`src/hw/rtl/scfr_pkg.sv`:
```
// Shared types and constants for the serial command frame responder.
`default_nettype none

package scfr_pkg;

  localparam logic [7:0] START_BYTE   = 8'h41;
  localparam logic [7:0] PAD_BYTE     = 8'hff;
  localparam logic [7:0] BCAST_ID     = 8'd255;
  localparam logic [7:0] CMD_ECHO     = 8'd0;
  localparam logic [7:0] CMD_SET_ID   = 8'd254;
  localparam logic [7:0] CMD_GET_ID   = 8'd253;
  localparam logic [7:0] CMD_ID_REPLY = 8'd250;
  localparam logic [7:0] RESET_ID     = 8'd10;

  localparam int JOB_DEPTH = 2;

  typedef enum logic [1:0] {
    EV_REPLY = 2'd0,
    EV_USER  = 2'd1,
    EV_STORE = 2'd2
  } event_t;

  typedef enum logic [2:0] {
    PH_HUNT,
    PH_ID,
    PH_CMD,
    PH_DL,
    PH_DH,
    PH_SUM
  } phase_t;

  // Work handed from the frame parser to the result sequencer.
  typedef struct packed {
    logic       store;
    logic       reply;
    logic       user;
    logic [7:0] id;
    logic [7:0] cmd;
    logic [7:0] dl;
    logic [7:0] dh;
  } job_t;

endpackage

`default_nettype wire

```
`src/hw/rtl/scfr_front.sv`:
```
// Frame parser: hunts for the start byte, checks the frame and classifies it into a job.
`default_nettype none

module scfr_front (
  input  wire logic          clk,
  input  wire logic          rst,
  input  wire logic          push,
  input  wire logic [7:0]    rx_byte,
  output logic               full,
  input  wire logic          cfg_we,
  input  wire logic [7:0]    cfg_data,
  input  wire logic          q_full,
  output logic               q_push,
  output scfr_pkg::job_t     q_job
);

  scfr_pkg::phase_t phase, phase_next;
  logic [7:0] running_sum;
  logic [7:0] node_id, node_id_next;
  logic [7:0] f_id, f_cmd, f_dl, f_dh;
  logic       accept;
  logic       sum_ok, bcast, mine;

  // Only the checksum byte can produce a job, so only it waits on the queue.
  assign full   = (phase == scfr_pkg::PH_SUM) && q_full;
  assign accept = push && !full;

  assign sum_ok = (running_sum == rx_byte);
  assign bcast  = (f_id == scfr_pkg::BCAST_ID);
  assign mine   = (f_id == node_id);

  always_comb begin
    phase_next = phase;
    if (accept) begin
      unique case (phase)
        scfr_pkg::PH_HUNT: begin
          if (rx_byte == scfr_pkg::START_BYTE) phase_next = scfr_pkg::PH_ID;
        end
        scfr_pkg::PH_ID:  phase_next = scfr_pkg::PH_CMD;
        scfr_pkg::PH_CMD: phase_next = scfr_pkg::PH_DL;
        scfr_pkg::PH_DL:  phase_next = scfr_pkg::PH_DH;
        scfr_pkg::PH_DH:  phase_next = scfr_pkg::PH_SUM;
        scfr_pkg::PH_SUM: phase_next = scfr_pkg::PH_HUNT;
        default:          phase_next = scfr_pkg::PH_HUNT;
      endcase
    end
  end

  always_comb begin
    q_push       = 1'b0;
    q_job        = '0;
    q_job.id     = node_id;
    q_job.cmd    = f_cmd;
    q_job.dl     = f_dl;
    q_job.dh     = f_dh;
    node_id_next = node_id;
    if (accept && (phase == scfr_pkg::PH_SUM) && sum_ok && (bcast || mine)) begin
      unique case (f_cmd)
        scfr_pkg::CMD_ECHO: begin
          q_job.reply = !bcast;
          q_push      = !bcast;
        end
        scfr_pkg::CMD_SET_ID: begin
          // The reply to a set-id frame already carries the new id.
          node_id_next = f_dl;
          q_job.id     = f_dl;
          q_job.store  = 1'b1;
          q_job.reply  = !bcast;
          q_push       = 1'b1;
        end
        scfr_pkg::CMD_GET_ID: begin
          q_job.cmd   = scfr_pkg::CMD_ID_REPLY;
          q_job.dl    = node_id;
          q_job.dh    = 8'd0;
          q_job.reply = 1'b1;
          q_push      = 1'b1;
        end
        default: begin
          q_job.user = 1'b1;
          q_push     = 1'b1;
        end
      endcase
    end
    if (cfg_we) node_id_next = cfg_data;
  end

  always_ff @(posedge clk) begin
    if (rst) begin
      phase       <= scfr_pkg::PH_HUNT;
      running_sum <= 8'd0;
      node_id     <= scfr_pkg::RESET_ID;
    end else begin
      phase   <= phase_next;
      node_id <= node_id_next;
      if (accept) begin
        if (phase == scfr_pkg::PH_HUNT) begin
          running_sum <= 8'd0;
        end else if (phase != scfr_pkg::PH_SUM) begin
          running_sum <= running_sum + rx_byte;
        end
      end
    end
  end

  always_ff @(posedge clk) begin
    if (accept) begin
      case (phase)
        scfr_pkg::PH_ID:  f_id  <= rx_byte;
        scfr_pkg::PH_CMD: f_cmd <= rx_byte;
        scfr_pkg::PH_DL:  f_dl  <= rx_byte;
        scfr_pkg::PH_DH:  f_dh  <= rx_byte;
        default: ;
      endcase
    end
  end

endmodule

`default_nettype wire

```
`src/hw/rtl/scfr_job_fifo.sv`:
```
// Small job queue between the frame parser and the result sequencer.
`default_nettype none

module scfr_job_fifo #(
  parameter int Depth = scfr_pkg::JOB_DEPTH
) (
  input  wire logic           clk,
  input  wire logic           rst,
  input  wire logic           wr,
  input  wire scfr_pkg::job_t wr_job,
  output logic                full,
  input  wire logic           rd,
  output scfr_pkg::job_t      rd_job,
  output logic                empty
);

  localparam int PtrW = (Depth > 1) ? $clog2(Depth) : 1;
  localparam int CntW = $clog2(Depth + 1);
  localparam logic [PtrW-1:0] LastPtr = PtrW'(Depth - 1);
  localparam logic [CntW-1:0] FullCnt = CntW'(Depth);

  scfr_pkg::job_t  mem [Depth];
  logic [PtrW-1:0] wr_ptr, rd_ptr;
  logic [CntW-1:0] count;
  logic            do_wr, do_rd;

  assign full   = (count == FullCnt);
  assign empty  = (count == '0);
  assign do_wr  = wr && !full;
  assign do_rd  = rd && !empty;
  assign rd_job = mem[rd_ptr];

  always_ff @(posedge clk) begin
    if (rst) begin
      wr_ptr <= '0;
      rd_ptr <= '0;
      count  <= '0;
    end else begin
      if (do_wr) wr_ptr <= (wr_ptr == LastPtr) ? '0 : wr_ptr + 1'b1;
      if (do_rd) rd_ptr <= (rd_ptr == LastPtr) ? '0 : rd_ptr + 1'b1;
      if (do_wr && !do_rd) count <= count + 1'b1;
      else if (do_rd && !do_wr) count <= count - 1'b1;
    end
  end

  always_ff @(posedge clk) begin
    if (do_wr) mem[wr_ptr] <= wr_job;
  end

endmodule

`default_nettype wire

```
`src/hw/rtl/scfr_back.sv`:
```
// Result sequencer: expands each job into its store, reply and user-command results.
`default_nettype none

module scfr_back (
  input  wire logic           clk,
  input  wire logic           rst,
  input  wire logic           q_empty,
  input  wire scfr_pkg::job_t q_job,
  output logic                q_pop,
  input  wire logic           pop,
  output logic                empty,
  output logic [1:0]          event_res,
  output logic [7:0]          tx_byte,
  output logic                last,
  output logic [7:0]          user_cmd,
  output logic signed [15:0]  user_data,
  output logic [7:0]          stored_id
);

  scfr_pkg::job_t job;
  logic           busy;
  logic [3:0]     step;
  logic [3:0]     count;
  logic [2:0]     ridx;
  logic [7:0]     sum;
  logic           adv, load;

  assign empty = !busy;
  assign count = {3'd0, job.store} + {job.reply, 3'd0} + {3'd0, job.user};
  assign last  = busy && (step == count - 4'd1);
  assign adv   = pop && busy;
  assign load  = (!busy || (adv && last)) && !q_empty;
  assign q_pop = load;
  assign ridx  = 3'(step - {3'd0, job.store});
  assign sum   = job.id + job.cmd + job.dl + job.dh;

  always_comb begin
    event_res = scfr_pkg::EV_REPLY;
    tx_byte   = 8'd0;
    user_cmd  = 8'd0;
    user_data = '0;
    stored_id = 8'd0;
    if (job.user) begin
      event_res = scfr_pkg::EV_USER;
      user_cmd  = job.cmd;
      user_data = {job.dh, job.dl};
    end else if (job.store && (step == 4'd0)) begin
      event_res = scfr_pkg::EV_STORE;
      stored_id = job.dl;
    end else begin
      case (ridx)
        3'd0:    tx_byte = scfr_pkg::PAD_BYTE;
        3'd1:    tx_byte = scfr_pkg::START_BYTE;
        3'd2:    tx_byte = job.id;
        3'd3:    tx_byte = job.cmd;
        3'd4:    tx_byte = job.dl;
        3'd5:    tx_byte = job.dh;
        3'd6:    tx_byte = sum;
        default: tx_byte = scfr_pkg::PAD_BYTE;
      endcase
    end
  end

  always_ff @(posedge clk) begin
    if (rst) begin
      busy <= 1'b0;
      step <= 4'd0;
    end else if (load) begin
      busy <= 1'b1;
      step <= 4'd0;
      job  <= q_job;
    end else if (adv && last) begin
      busy <= 1'b0;
    end else if (adv) begin
      step <= step + 4'd1;
    end
  end

endmodule

`default_nettype wire

```
`src/hw/rtl/serial_command_frame_responder.sv`:
```
// Top level of the serial command frame responder.
`default_nettype none

// Takes one received byte per transfer, at up to one per cycle, and delivers
// results one per cycle while pop is held. A parser hunts for 0x41, collects
// id, command, data and checksum, and hands each frame that needs an answer
// to a short job queue (QDepth entries); a sequencer turns each job into its
// results: an optional store-id request, an 8-byte reply, or a user-command
// event. Input stalls (full) only on a checksum byte while the job queue is
// full, so the sustained input rate is set by the sequencer's one result per
// cycle at best: a 6-byte frame can draw an 8-byte reply. A configuration
// write of default_id reloads the node id at once.
module serial_command_frame_responder #(
  parameter int QDepth = scfr_pkg::JOB_DEPTH
) (
  input  wire logic          clk,
  input  wire logic          rst,
  input  wire logic          push,
  output logic               full,
  input  wire logic [7:0]    rx_byte,
  input  wire logic          cfg_valid,
  output logic               cfg_ready,
  input  wire logic [7:0]    cfg_data,
  output logic               empty,
  input  wire logic          pop,
  output logic [1:0]         event_res,
  output logic [7:0]         tx_byte,
  output logic               last,
  output logic [7:0]         user_cmd,
  output logic signed [15:0] user_data,
  output logic [7:0]         stored_id
);

  scfr_pkg::job_t in_job, out_job;
  logic           q_push, q_full, q_pop, q_empty;

  assign cfg_ready = 1'b1;

  scfr_front u_front (
    .clk      (clk),
    .rst      (rst),
    .push     (push),
    .rx_byte  (rx_byte),
    .full     (full),
    .cfg_we   (cfg_valid && cfg_ready),
    .cfg_data (cfg_data),
    .q_full   (q_full),
    .q_push   (q_push),
    .q_job    (in_job)
  );

  scfr_job_fifo #(
    .Depth (QDepth)
  ) u_queue (
    .clk    (clk),
    .rst    (rst),
    .wr     (q_push),
    .wr_job (in_job),
    .full   (q_full),
    .rd     (q_pop),
    .rd_job (out_job),
    .empty  (q_empty)
  );

  scfr_back u_back (
    .clk       (clk),
    .rst       (rst),
    .q_empty   (q_empty),
    .q_job     (out_job),
    .q_pop     (q_pop),
    .pop       (pop),
    .empty     (empty),
    .event_res (event_res),
    .tx_byte   (tx_byte),
    .last      (last),
    .user_cmd  (user_cmd),
    .user_data (user_data),
    .stored_id (stored_id)
  );

endmodule

`default_nettype wire

```
`config.mk`:
```
export PLATFORM = sky130hd
export DESIGN_NAME = serial_command_frame_responder
export DESIGN_NICKNAME = d
export VERILOG_FILES = /design/src/hw/rtl/scfr_pkg.sv /design/src/hw/rtl/scfr_front.sv /design/src/hw/rtl/scfr_job_fifo.sv /design/src/hw/rtl/scfr_back.sv /design/src/hw/rtl/serial_command_frame_responder.sv
export SDC_FILE = /design/constraint.sdc
export NUM_CORES = 1
export LEC_CHECK = 0
export ABC_AREA = 0
export BUFFER_PORTS_ARGS = -buffer_cell sky130_fd_sc_hd__buf_4
export CAP_MARGIN = 20
export CORE_ASPECT_RATIO = 1.75
export CORE_MARGIN = 2
export CORE_UTILIZATION = 35
export DETAILED_ROUTE_END_ITERATION = 6
export SLEW_MARGIN = 20
export SYNTH_ARGS = -nofsm -noshare
export SYNTH_HDL_FRONTEND = slang
export SYNTH_SLANG_ARGS = --single-unit
```
`constraint.sdc`:
```
create_clock -name clk -period 5.8 [get_ports clk]
set_clock_uncertainty 0.15 [all_clocks]
set_input_delay 0.29 -clock clk [delete_from_list [all_inputs] [get_ports clk]]
set_output_delay 0.29 -clock clk [all_outputs]
set_load 0.01 [all_outputs]
```
### Yosys cells after proc, flatten, opt, wreduce, memory -nomap -nowiden

Memories as Yosys holds them, arrays and structs flattened. A register that Yosys moved wholly into a read port is not among the register bits.
Cells that the tools add are included.
W data, S select, Z words.

* bitwise operators: 2
* add/subtract/negate cells: 13
* equality and inequality tests: 21
* mux-type cells: 31
* reductions and logical operators: 42

Operators with widths (number)
* $mux W8: 10
* $pmux W8 S6: 1
* $mux W35: 1
* $add A8 B8 Y8: 4
* $eq A8 B8 Y1 const B: 3
* $mux W24: 1
* $eq A8 B8 Y1: 2
* $mux W16: 1
* $reduce_and A2 Y1: 8
* $eq A3 B3 Y1 const B: 5
* $pmux W3 S5: 1
* $logic_and A1 B1 Y1: 14
* $eq A3 B2 Y1 const B: 4
* $mux W1: 10
* $eq A8 B7 Y1 const B: 1
* $logic_not A8 Y1: 1
* $mux W2: 4
* $reduce_bool A2 Y1: 4
* $logic_not A1 Y1: 7
* $eq A3 B1 Y1 const B: 2
* $add A1 B4 Y4: 1
* $add A4 B1 Y4: 1
* $add A4 B1 Y4 const B: 1
* $eq A4 B4 Y1: 1
* other kinds (17): 21

* bits of input ports: 21
* memories kept: 1
* RAM bits: 70
* bits in registers: 60
* logic and storage cells: 122
* output and inout bits: 46

Memories
* u_queue.mem: words 2, width 35, read ports 1, clocked after Yosys merged registers in 1, write ports 1, line scfr_job_fifo.sv:22 `scfr_pkg::job_t mem [Depth];`

### Longest topological paths before layout

Gate-level depths: netlist (run 1).

* word-level depth: 13
* depth in mapped cells: 13
* gate-level depth less buffers: 13

### Cells and area by module

Synthesis (run 1) repeated with hierarchy kept, for this count alone.

* cells, all modules: 665
* area total of the unflattened synthesis: 8196.6 um^2

Modules (own cells, without submodules)
* scfr_job_fifo: sequential area each 2202.1 um^2, cells each 134, area each 2738.9 um^2, times used 1
* scfr_front: sequential area each 1341.3 um^2, cells each 255, area each 2728.9 um^2, times used 1
* scfr_back: sequential area each 1151.1 um^2, cells each 274, area each 2717.6 um^2, times used 1
* serial_command_frame_responder: sequential area each 0.0 um^2, cells each 2, area each 11.3 um^2, times used 1

### Least setup slack after synthesis (run 1)

Ideal clock, no wire load.

* path kind: input port to flip-flop
* start point: input rx_byte[3]
* end point: memory u_queue.mem[0][0] in the netlist's numbering, enable pin
* library setup time: 515 ps
* required time: 5135 ps
* path buffers: 0
* arrival: 4561 ps
* stages: 4
* path slack: 574 ps
* cell sequence: ha_1 > nor4_1 > nand4b_2 > nor4_1

* longest elaborated chain between the ends: 7

RTL lines
* start, declared: line serial_command_frame_responder.sv:20 `input wire logic [7:0] rx_byte,`
* $eq A8 B8 Y1: line scfr_front.sv:28 `assign sum_ok = (running_sum == rx_byte);`
* $logic_and A1 B1 Y1 (2 in a row): line scfr_front.sv:57 `if (accept && (phase == scfr_pkg::PH_SUM) && sum_ok && (bcast || mine)) begin`
* $mux W1: line scfr_front.sv:57
* $logic_and A1 B1 Y1: line scfr_job_fifo.sv:29 `assign do_wr = wr && !full;`
* $mux W1: line scfr_job_fifo.sv:47 `if (do_wr) mem[wr_ptr] <= wr_job;`
* $mux W1 (not written as such): line scfr_job_fifo.sv:47
* end, declared: line scfr_job_fifo.sv:22

Every way passes these cells.

### Worst setup path after layout (run 1)

* start point: register u_back.job[9] in the netlist's numbering
* end point: output tx_byte[7]

* longest elaborated chain between the ends: 5

RTL lines
* start, declared: line scfr_back.sv:20 `scfr_pkg::job_t job;`
* start signal, assigned: line scfr_back.sv:71 `job <= q_job;`
* $add A8 B8 Y8 (2 in a row): line scfr_back.sv:35 `assign sum = job.id + job.cmd + job.dl + job.dh;`
* $pmux W8 S6: line scfr_back.sv:51 `case (ridx)`
* $mux W8: line scfr_back.sv:47 `end else if (job.store && (step == 4'd0)) begin`
* $mux W8: line scfr_back.sv:43 `if (job.user) begin`
* end, declared: line serial_command_frame_responder.sv:27 `output logic [7:0] tx_byte,`

Every way passes these cells.

==> summary.txt, run 1 <==
Logic synthesis
  • Gate Count Post-Synth: 636
  • Synth area leader: edfxtp_1
  • Number of flops mapped to enable cells by yosys: 137
  • Synth area leaders: edfxtp_1, dfxtp_1, mux2_2, fa_1, ha_1
  • Async SR Flop Fraction: 0
  • Post-Syn Area: 0.00804 sq mm
  • Avg Cell Area, Syn: 12.6 sq um
  • Yosys warns: 0
  • Top_reg_cell synth: edfxtp_1
  • Post-synth cell types: 62
  • Most numerous cell in the Yosys netlist: edfxtp_1
  • Post-synthesis sequential area ratio: 0.581
  • Synth cell count leaders: edfxtp_1, nor2_1, inv_1
  • Yosys reg bits: 165
  • Top cell type's share of synthesized area: 0.512
  • Mapped Nets: 692

Routing
  • Final WL: 16900 microns
  • Met2 WL: 9510 microns
  • Vias per cell: 4.81
  • Max layer used: met4
  • First-pass DRT Iterations: 5
  • Starting DRT DRC Count: 246
  • Routed wire length per instance: 16.5 microns
  • Remaining DRCs: 0
  • Metal3 WL: 452 microns
  • Antenna-violating nets left: 0
  • Via count: 4898
  • Wire length on met1: 6450 microns

CTS
  • Post CTS Setup Buffer Count: 0
  • CTS tree: done
  • Clk_lat worst skew: 420 ps
  • Root Buffer: clkbuf_16
  • Clock-pin slew on the worst setup and hold paths: 70 ps
  • CTS Buf Count: 17
  • Htree depth: 4
  • Max clock buf depth: 2
  • Total clock sinks: 165

Floorplan
  • Row count: 73
  • Die ar.: 0.0242 sq mm
  • Initial Util: 0.355
  • Die span in y: 205 microns
  • IO Pins: 67
  • Die width: 119 microns
  • Core area: 0.0227 sq mm

Critical path
  • Sum of buffers and inverters on the critical path: 4
  • Worst endpoint required time: 5360 ps
  • Top Family by Delay on Critical Path: adder cells
  • Crit-path cells: inv_1, fa_1, fa_1, inv_1, ha_1, inv_1, fa_1, nor2b_1, nor3_1, o21bai_1, a21oi_1, xnor2_1, o22ai_1, buf_4
  • Worst setup EP type: output port
  • WP depth: 14
  • Slowest stage cell, crit path: fa_1
  • Crit path kind: reg2out
  • Critical path fanouts, max: 3
  • Worst R2R Path Depth: 10
  • Startpoint Class: flop
  • CP arrival: 3510 ps
  • Max incr delay on CP: 470 ps

Timing
  • Slew headroom: 0.280
  • Worst Hold Slack: 59.7 ps
  • Endpoints failing setup: 0
  • Fin crit share: 0.681
  • RSZ-0062 raised after global routing: false
  • Setup TNS: 0 ps
  • Maximum clock rate: 0.253 GHz
  • Actual slew at the worst max-slew pin: 1070 ps
  • Final slew viol count: 0
  • Final-report hold violation count: 0
  • Period minus WS final: 3950 ps
  • Final worst slack: 1850 ps

Status
  • Outcome: complete, no violations

GRT
  • Vias in the first global route: 5050
  • First-pass GRT wire length: 26900 microns
  • Maximum number of pins on one net before global-route repair: 37
  • GRT Overall Usage: 0.145
  • Total gr overflow: 0
  • Initial antenna violation count: 0

Power and ir drop
  • Power per cell area: 264 mW/mm^2
  • VDD IR max: 0.000202 V
  • Static leakage: 3.57 nW

Finish
  • # diodes: 0
  • Layout cell share with drive strength beyond 1: 0.239
  • Area growth from synthesis to layout: 19.0%
  • Fin cells: 1019
  • Net count, final: 762

Placement
  • Global placer's final weighted congestion: 0.846
  • Pre-CTS WS: 2220 ps
  • Port Buffer Count: 65
  • Detailed Place HPWL: 12700 microns
  • Placed cells: 977

Worst hold path
  • Hold path depth: 3
  • Worst Hold Class: in2reg

Run
  • Max-Cap Viols: 0
[worst paths after layout]
kind,startpoint,endpoint,slack (ps)
setup / recovery,u_back.job[9],tx_byte[7],1850
hold / removal,push,u_front.running_sum[0],60
setup reg to reg,u_back.job[32],u_queue.count[1],2230
hold reg to reg,u_front.running_sum[0],u_front.running_sum[0],320
[timing repair]
item                                   in CTS  in global routing
gates resized for setup                     0                  0
endpoints found under the hold margin      34                  0
hold buffers                               10                  0
[area by class of cell]
type                    instances  area [sq um]
repair buffers                 81           633
flip-flops and latches        165          4670
multi-input cells             389          3040
clock buffers                  26           586
inverters                      52           195
well taps                     300           375
fillers                      2166         13100
clock inverters                 6          67.6
[stage by stage]
step                utilization  power (mW)  instance area (sq um)
floorplan                     -        1.33                   8040
detailed placement        0.389        1.36                   8810
finish                    0.422        2.53                   9570
CTS                       0.422        2.55                   9570
global route              0.422        2.60                   9570
global placement          0.389        1.36                   8810
[flip-flops by register name (all words and copies together) (netlist names), 2 cells and up]
signal	flops
u_front.f_dl	8
u_queue.mem	70
u_front.running_sum	8
u_front.phase	3
u_back.step	4
u_front.f_id	8
u_back.job	35
u_front.f_dh	8
u_front.f_cmd	8
u_front.node_id	8
u_queue.count	2
[power by group]
part / leakage (nW) / switching [mW] / internal, mW
clock network: 0.324 / 0.441 / 0.748
registers: 1.46 / 0.00487 / 1.27
logic: 1.79 / 0.0310 / 0.0290
total: 3.57 / 0.477 / 2.05
[metal layers]
| layer | track usage | vias up |
|---|---|---|
| met2 | 0.284 | 102 |
| met5 | 0 | - |
| met3 | 0.0251 | 23 |
| met1 | 0.149 | 2359 |
| met4 | 0.0621 | 0 |
| li1 | - | 2414 |
[cell families (layout without fill, tap and decap cells)]
logic type | Yosys count | count (layout) | synth area share
AOI/OAI and AO/OA | 95 | 95 | 0.0781
xor gates and xnor gates | 33 | 33 | 0.0359
adders and majority gates | 35 | 35 | 0.0685
buffers and inverters | 82 | 165 | 0.0430
DFF | 165 | 165 | 0.581
muxes | 55 | 55 | 0.0809
other | 1 | 1 | 0.000466
and+or+nand+nor | 170 | 170 | 0.112
[worst register-to-register path, stage by stage (launching register included)]
cell and delay [ps]:
edfxtp_1 570, inv_1 410, ha_1 360, or2_2 270, a211oi_1 330, a31o_2 220, o21a_1 240, inv_1 100
ha_1 340, or3_1 380, a21oi_1 140
[cell usage in the layout (no fill, tap or decap), types with 14 or more instances in the layout]
| cell type | instances |
|---|---|
| a21oi_1 | 37 |
| o21ai_0 | 18 |
| xor2_1 | 14 |
| buf_4 | 71 |
| inv_1 | 52 |
| nor2_1 | 58 |
| fa_1 | 15 |
| dfxtp_1 | 28 |
| nand2_1 | 15 |
| edfxtp_1 | 137 |
| and2_1 | 25 |
| clkbuf_16 | 22 |
| nor3_1 | 17 |
| ha_1 | 20 |
| xnor2_1 | 19 |
| mux2_2 | 46 |
(Power assumes the default switching activity.)
==> run 2, diff against run 1 <==
==> constraint.sdc (replaced) <==
create_clock -name clk -period 3.6 [get_ports clk]
set_clock_uncertainty 0.15 [all_clocks]
set_input_delay 0.18 -clock clk [delete_from_list [all_inputs] [get_ports clk]]
set_output_delay 0.18 -clock clk [all_outputs]
set_load 0.01 [all_outputs]
==> summary.txt, run 2 (synthesis results as in run 1) <==
Status
  • Outcome: complete, but fails checks
  • Violated checks: setup timing

GRT
  • GRT Overall Usage: 0.147
  • Vias in the first global route: 5154
  • Maximum number of pins on one net before global-route repair: 37
  • Total gr overflow: 0
  • First-pass GRT wire length: 27200 microns
  • Initial antenna violation count: 0

Critical path
  • Worst Setup SP: u_back.job[17]
  • Crit path kind: reg2out
  • Flop-to-flop setup slack: 620 ps
  • Worst endpoint required time: 3270 ps
  • Reg2reg end: u_queue.count[1]
  • Critical path fanouts, max: 2
  • Worst setup EP type: output port
  • CP arrival: 3410 ps
  • RR Startpoint: u_back.job[32]
  • Worst R2R Path Depth: 10
  • Startpoint Class: flop

CTS
  • CTS Buf Count: 17
  • Htree depth: 4
  • Clk_lat worst skew: 420 ps
  • Max clock buf depth: 2
  • Root Buffer: clkbuf_16
  • Total clock sinks: 165
  • CTS tree: done
  • Clock-pin slew on the worst setup and hold paths: 60 ps

Routing
  • Remaining DRCs: 0
  • Routed wire length per instance: 16.7 microns
  • Final WL: 17400 microns
  • Via count: 4988
  • Antenna-violating nets left: 0
  • Wire length on met1: 6720 microns
  • First-pass DRT Iterations: 4
  • Met2 WL: 9740 microns
  • Starting DRT DRC Count: 379
  • Metal3 WL: 570 microns
  • Vias per cell: 4.80
  • Max layer used: met4

Worst hold path
  • Hold wc startpoint: cfg_data[4]
  • Worst Hold Class: in2reg
  • Hold path depth: 3
  • WHS Endpoint: u_front.node_id[4]

Finish
  • # diodes: 0
  • Top reg by flops: u_queue.mem
  • Most frequent cells in the layout: edfxtp_1, buf_4, nor2_1
  • Layout cell share with drive strength beyond 1: 0.277
  • Area growth from synthesis to layout: 20.7%
  • Commonest non-fill, non-tap cell in the layout: edfxtp_1
  • Largest register FFs: 70
  • Net count, final: 783
  • Final core area utilization: 0.428
  • Biggest regs: u_queue.mem: 70 flops, u_back.job: 35 flops

Timing
  • Maximum clock rate: 0.268 GHz
  • Endpoints failing setup: 2
  • Actual slew at the worst max-slew pin: 1030 ps
  • Final worst slack: -137 ps
  • Final slew viol count: 0
  • Final-report hold violation count: 0
  • Fin crit share: 1.04
  • Period minus WS final: 3740 ps
  • RSZ-0062 raised after global routing: true
  • Slew headroom: 0.310

Placement
  • Global placer's final weighted congestion: 0.823
  • Pre-CTS WS: 214 ps
  • Port Buffer Count: 65
  • Detailed Place HPWL: 12700 microns

Power and ir drop
  • Power per cell area: 399 mW/mm^2
  • Static leakage: 3.60 nW
  • VDD IR max: 0.000286 V

Floorplan
  • Die ar.: 0.0242 sq mm
  • Row count: 73
  • IO Pins: 67
  • Die span in y: 205 microns
  • Die width: 119 microns
  • Initial Util: 0.355
  • Core area: 0.0227 sq mm

Run
  • Max-Cap Viols: 0
-- run 2: area by class of cell --
| type | instances | area (sq um) |
|---|---|---|
| Multi-Input combinational cell | 389 | 3080 |
| Tap cell | 300 | 375 |
| Inverter | 52 | 195 |
| Clock inverter | 14 | 126 |
| Sequential cell | 165 | 4670 |
| Fill cell | 2144 | 12900 |
| Timing Repair Buffer | 102 | 818 |
| Clock buffer | 18 | 429 |
-- run 2: per-stage QoR --
stage | cells | hold WS, ps | total power [mW] | area (sq um) | TNS (ps)
4_1_cts | 1033 | 13.7 | 3.90 | 9630 | -258
3_5_place_dp | 983 | 277 | 2.19 | 8880 | 0
5_1_grt | 1040 | 12.4 | 3.99 | 9700 | -886
2_1_floorplan | 636 | 129 | 2.15 | 8060 | 0
6_report | 1040 | 6.07 | 3.87 | 9700 | -258
3_3_place_gp | 983 | 278 | 2.19 | 8880 | 0
-- run 2: worst max-delay path by stage --
stage,cells past startpoint,to
global route,11,tx_byte[2]
CTS,11,tx_byte[2]
floorplan,10,u_back.job[0]
finish,11,tx_byte[2]
detailed placement,14,tx_byte[7]
global placement,14,tx_byte[7]
-- run 2: critical path: stages (launching register included) --
cell and delay (ps):
edfxtp_1 350, inv_2 50, fa_1 570, fa_1 420
inv_1 70, ha_2 180, inv_2 40, fa_2 510
a21oi_1 60, mux4_2 460, nor2b_1 140, buf_4 140
-- run 2: metal layers --
metal  track usage  up-vias
met4        0.0570        0
met5             0        -
met1         0.153     2386
met2         0.286      124
li1              -     2455
met3        0.0281       23
-- run 2: power by group --
group | total [mW] | switching [mW] | internal (mW)
Clock | 1.70 | 0.746 | 0.956
Combinational | 0.103 | 0.0518 | 0.0509
Sequential | 2.06 | 0.00863 | 2.05
Total | 3.87 | 0.807 | 3.06
-- run 2: repair_timing --
item                                   CTS  global route
pin swaps                               10            14
hold buffers                            16             0
buffers inserted                         2             7
setup endpoints to repair                6             6
endpoints found under the hold margin   42             0
resized for setup                        9            12
